===== src/rtl/pixel_depth_mean_variance_macros.svh =====
// ---------------------------------------------------------------------------
// Assertion macros for the pixel depth mean/variance block
// Immediate-implication and next-cycle-implication property wrappers.
// ---------------------------------------------------------------------------
`ifndef PIXEL_DEPTH_MEAN_VARIANCE_MACROS_SVH
`define PIXEL_DEPTH_MEAN_VARIANCE_MACROS_SVH

// same-cycle implication, disabled during reset
`define PDMV_ASSERT_SAME(label, clk, rst, ante, cons) \
  label: assert property (@(posedge clk) disable iff (rst) (ante) |-> (cons)) \
    else $error("pdmv assertion failed");

// next-cycle implication, disabled during reset
`define PDMV_ASSERT_NEXT(label, clk, rst, ante, cons) \
  label: assert property (@(posedge clk) disable iff (rst) (ante) |=> (cons)) \
    else $error("pdmv assertion failed");

`endif


===== src/rtl/pdmv_div.sv =====
// ---------------------------------------------------------------------------
// pdmv_div
// Unsigned restoring divider, one quotient bit per cycle.
// ---------------------------------------------------------------------------
`timescale 1ns / 1ps

module pdmv_div #(
  parameter int WN = 42,
  parameter int WD = 16
) (
  input  logic          clk,
  input  logic          rst,
  input  logic          start,
  input  logic [WN-1:0] dividend,
  input  logic [WD-1:0] divisor,
  output logic          busy,
  output logic [WN-1:0] quotient
);

  localparam int CW = $clog2(WN + 1);

  logic [WD-1:0] rem;
  logic [WD-1:0] div_r;
  logic [WN-1:0] quo;
  logic [CW-1:0] cnt;
  logic [WD:0]   trial;
  logic [WD:0]   diff;
  logic          ge;

  assign trial    = {rem, quo[WN-1]};
  assign diff     = trial - {1'b0, div_r};
  assign ge       = trial >= {1'b0, div_r};
  assign quotient = quo;

  always_ff @(posedge clk) begin
    if (rst) begin
      busy <= 1'b0;
      cnt  <= '0;
    end else if (start) begin
      busy <= 1'b1;
      cnt  <= CW'(WN);
    end else if (busy) begin
      cnt  <= cnt - CW'(1);
      busy <= (cnt != CW'(1));
    end
  end

  always_ff @(posedge clk) begin
    if (start) begin
      rem   <= '0;
      quo   <= dividend;
      div_r <= divisor;
    end else if (busy) begin
      rem <= ge ? diff[WD-1:0] : trial[WD-1:0];
      quo <= {quo[WN-2:0], ge};
    end
  end

endmodule


===== config.mk =====
export PLATFORM = sky130hd
export DESIGN_NAME = pdmv_div
export DESIGN_NICKNAME = d
export VERILOG_FILES = /design/src/rtl/pixel_depth_mean_variance_macros.svh /design/src/rtl/pdmv_div.sv
export SDC_FILE = /design/constraint.sdc
export NUM_CORES = 1
export LEC_CHECK = 0
export ABC_AREA = 1
export BUFFER_PORTS_ARGS = -buffer_cell sky130_fd_sc_hd__clkbuf_2
export CAP_MARGIN = 20
export CORE_MARGIN = 1.5
export CORE_UTILIZATION = 58
export DETAILED_ROUTE_END_ITERATION = 12
export GPL_TIMING_DRIVEN = 0
export PLACE_DENSITY = 0.94
export SKIP_CTS_REPAIR_TIMING = 1
export SYNTH_ARGS = -nofsm -noshare
export SYNTH_HDL_FRONTEND = slang
export SYNTH_SLANG_ARGS = --single-unit

===== constraint.sdc =====
create_clock -name clk -period 2.55 [get_ports clk]
set_input_delay 0.255 -clock clk [delete_from_list [all_inputs] [get_ports clk]]
set_output_delay 0.255 -clock clk [all_outputs]
set_load 0.03 [all_outputs]

Word level (Yosys, flattened, before mapping)
Cells that the tools add are included.
{ "word_totals": {"regBits": 81, "latch_bits": 0, "ram_bits": 0, "rom_bits": 0, "word_cells": 19, "memories": 0} }
{ "op_classes": {"n_addsub": 2, "mul": 0, "div": 0, "magnitude_cmp": 1, "n_eq_ne": 1, "shift": 0, "n_mux": 7, "bitwise_logic": 0, "reduce_logical": 2} }
{ "op_table": {"columns": ["operator", "n"], "rows": [
  ["two-way mux 42 bit", 2],
  ["greater-or-equal comparator 17 x 16 -> 1 bit", 1],
  ["two-way mux 16 bit", 1],
  ["subtractor 16 bit", 1],
  ["two-way mux 6 bit", 2],
  ["!= test 6 x 1 -> 1 bit, second input constant", 1],
  ["subtractor 6 x 1 -> 6 bit, second input constant", 1],
  ["two-way mux 1 bit", 2],
  ["nonzero test 2 bit", 1],
  ["OR reduction 2 bit", 1]
]} }

Longest topological paths before layout
{ "depth": {"depth_word": 3, "mapped_depth": 14, "ltp_nobuf": 14} }

Worst setup path after synthesis
No wires, ideal clock.
{ "synth_path": {"path_kind": "reg2reg", "startpoint": "register quo[41] (netlist: quotient[41])", "endpoint": "register rem[14]", "setup_ps": 112, "t_arrival_ps": 1913, "required_time_ps": 2438, "slack_ps": 525, "path_stages_with_launch": 12, "path_buffers": 0, "period_less_slack_ps": 2025, "path_cell_list": "edfxtp_1 -> inv_1 -> ha_1 -> fa_1 -> nor2_1 -> nor2_1 -> o21ai_1 -> nand2_1 -> nand3_1 -> nand3_2 -> nand2_1 -> nand2_1"} }
{ "synth_between": {"elab_chain_len": 2} }
{ "synth_lines": {"columns": ["element", "line_no", "source"], "rows": [
  ["start, declared", "pdmv_div.sv:24", "logic [WN-1:0] quo;"],
  ["start signal, assigned", "pdmv_div.sv:51", "quo <= dividend;"],
  ["start signal, assigned", "pdmv_div.sv:55", "quo <= {quo[WN-2:0], ge};"],
  ["subtractor 16 bit / greater-or-equal comparator 17 x 16 -> 1 bit (equally long branches)", "pdmv_div.sv:31, pdmv_div.sv:32", null],
  ["two-way mux 16 bit *", "pdmv_div.sv:54", "rem <= ge ? diff[WD-1:0] : trial[WD-1:0];"],
  ["end signal, assigned", "pdmv_div.sv:54", null],
  ["end, declared", "pdmv_div.sv:22", "logic [WD-1:0] rem;"]
]} }
Mark *: on every way between the ends. The rest lies on a longest branch, timed or not.
A chain may end at the register's enable or synchronous reset.

Worst setup path after layout
{ "layout_path": {"startpoint": "register div_r[5]", "endpoint": "register rem[10]"} }
{ "layout_between": {"elab_chain_len": 2} }
{ "layout_lines": {"columns": ["element", "line_no", "source"], "rows": [
  ["start, declared", "pdmv_div.sv:23", "logic [WD-1:0] div_r;"],
  ["start signal, assigned", "pdmv_div.sv:52", "div_r <= divisor;"],
  ["subtractor 16 bit / greater-or-equal comparator 17 x 16 -> 1 bit (equally long branches)", "pdmv_div.sv:31, pdmv_div.sv:32", null],
  ["two-way mux 16 bit *", "pdmv_div.sv:54", null]
]} }
Marks and branches as above.

==> out/summary.txt <==
Clock Latency Late Sink - 0.36 ns
Slew Viols, Final - 0
Pwr per Cell Area - 620 nW/um2
RR Startpoint - div_r[5]
# IOs - 104
Setup_tns - 0 ns
Number of remaining DRC errors - 0
Worst Setup Path Type - flop to flop
Critical Path Most Common Cell - nand2_1
Tmin final - 2.17 ns
Critical path startpoint category - flop
Max Clk Rate - 460 MHz
Skew final - 0.0110 ns
Post-DR wirelength/cell - 13.7 um
Starting Density - 0.604
Via density per instance - 5.22
Outcome - complete, no violations
First-pass GRT wire length - 17400 um
Async SR Flop Fraction - 0
DP HPWL - 7740 um
Synth top area cells - edfxtp_1, nand2_1, dfxtp_1
Crit path largest cell delay - 0.37 ns
Die area - 8170 um2
Post-synth top area share - 0.393
Critical path arrival - 2.38 ns
Worst-path clk slew - 0.08 ns
Post-synthesis sequential area ratio - 0.497
Worst setup margin - 0.377 ns
Hold endpoint - div_r[2]
Hold Path Cell Cnt - 1
Pre-CTS setup slack - 0.120 ns
Via count - 4075
Reg2reg path depth - 11
Post-synthesis register bit count - 81
Mapped cell area - 4430 um2
Syn_area_per_cell - 7.88 um2
Placer congestion estimate - 0.950
Cell Rows - 31
RSZ-0062 raised after global routing - no
Maxcap violations - 0
Hold WC Path Type - primary input to flop
Vias in the first global route - 3873
Number of buffers on the longest clock path - 2
Clock tree from TritonCTS - yes
CTS buffer count - 9
Antenna-violating nets left - 0
Port-buffer cells - 103
Post-Synthesis Cells - 562
Largest net degree at the start of global routing - 51
Number of synthesized flops with an enable pin - 58
Commonest cells in the netlist - nand2_1, inv_1, edfxtp_1, nand3_1, nor2_1
Share of layout cells above drive strength 1 - 0.200
Period utilisation layout - 0.852
Worst Setup SP - div_r[5]
Area Overhead vs Synth - 19.9%
Critical Path End Type - flop
Crit-path max FO - 10
DRT Pass-1 Iters - 4
Slowest cell on the critical path - edfxtp_1
Worst Max-Slew Pin Slew - 1.01 ns
Storage cell area - 2200 um2
Grt ovf - 0
Die Ht - 90.4 um
Initial antenna violation count - 0
Req. time, crit path - 2.76 ns
Syn nets - 642
Top-count cell post-synth - nand2_1
Yosys warns - 0
HP Start - divisor[2]
P_leak - 2.82 nW
Drt first-iter violations - 251
GRT Total Usage - 0.269
Final Hold Fails - 0
CTS root buf - clkbuf_8
Worst rel slew slack - 0.325
Ant. Diodes - 0
FF-to-FF setup slack - 0.38 ns
Worst-path cell chain - inv_1 -> ha_1 -> nand2_1 -> nor2_1 -> nand4_1 -> nand2_1 -> nor2_4 -> buf_2 -> nand3_1 -> nand3_2 -> o21ai_2
Core Region - 7330 um2
Synth cell types - 34
Area of the multi-input gates - 1870 um2
Max VDD drop - 0.000547 V
H-tree levels - 3
DRT Wirelength - 10700 um
Die X - 90.4 um
Ys flop type - edfxtp_1
NumNets Final - 756
CTS Sinks - 81
Final setup fails - 0
Synth area leader - edfxtp_1
Filler cell count - 516
Reg2reg end - rem[10]
==> flip-flops by register name (all words and copies together), names as in the netlist <==
| register | count |
|---|---|
| quotient | 42 |
| div_r | 16 |
| rem | 16 |
| busy | 1 |
| cnt | 6 |
==> worst max path at each step <==
stage                              end  slack, ns
after floorplan                rem[14]       0.53
after global placement    quotient[35]       0.20
after detailed placement        rem[3]       0.12
after CTS                      rem[10]       0.40
after global routing           rem[10]       0.24
final                          rem[10]       0.38
==> per-stage QoR <==
stage / cells / power (mW) / cell area (um2) / hold WS, ns / utilization
after CTS: 780 / 3.29 / 5310 / 0.0651 / 0.725
after floorplan: 562 / 1.98 / 4430 / 0.324 / -
after global placement: 764 / 2.15 / 5070 / 0.434 / 0.691
after global routing: 780 / 3.42 / 5310 / 0.0539 / 0.725
after detailed placement: 764 / 2.17 / 5070 / 0.434 / 0.691
final: 780 / 3.30 / 5310 / 0.0686 / 0.725
==> cell type report <==
type / instances / area share
inverter: 77 / 0.0544
multi-input combinational: 390 / 0.352
clock inverter: 5 / 0.0193
sequential: 81 / 0.415
clock buffer: 11 / 0.0266
tap: 99 / 0.0233
buffer: 14 / 0.0125
timing repair buffer: 103 / 0.0970
==> critical path, delay by kind of cell (launching register included) <==
family	cells	cell delay [ns]
buf+inv	2	0.37
flops	1	0.37
fa+ha+maj	1	0.28
compound gates	1	0.06
simple gates	7	0.93
==> layer usage <==
layer  vias up  GRT usage  part of all wire
li1       2010          -                 -
met1      1881      0.323              0.41
met2       159      0.467              0.50
met3        25     0.0589             0.072
met4         0      0.112             0.023
met5         -          0                 0
==> layout by cell type (no fill, tap or decap), types with 2 or more instances in the layout <==
master     instances
dfxtp_1           23
ha_1              18
clkbuf_8          10
nor2_2             2
nor2_1            27
buf_2              2
buf_1              2
xor2_1             3
nand2_1          247
bufinv_16          3
a31oi_1            3
inv_1             74
nand2_4            2
clkbuf_1           9
a21oi_1            8
nand3_1           37
a21oi_2            2
xnor2_1            4
inv_2              3
edfxtp_1          58
nand4_1            5
clkbuf_2         103
o21ai_0            8
nor3_1             5
nand3b_1           7
nand3_2            3
==> power breakdown <==
| group | leakage, nW | internal (mW) | switching (mW) | total, mW |
|---|---|---|---|---|
| Clock | 0.121 | 0.676 | 0.462 | 1.14 |
| Sequential | 0.775 | 1.53 | 0.0586 | 1.59 |
| Combinational | 1.93 | 0.173 | 0.392 | 0.565 |
| Total | 2.82 | 2.38 | 0.913 | 3.30 |
==> kinds of logic (layout without fill, tap and decap cells) <==
| logic type | count (synthesis) | count (layout) | share of synthesized area |
|---|---|---|---|
| AO/OA/AOI/OAI | 26 | 26 | 0.0347 |
| AND/OR/NAND/NOR | 338 | 338 | 0.319 |
| buffers and inverters | 91 | 210 | 0.0802 |
| XOR/XNOR | 7 | 7 | 0.0138 |
| adder cells (fa/ha/maj) | 19 | 19 | 0.0554 |
| flip-flops | 81 | 81 | 0.497 |
(Power assumes the default switching activity.)
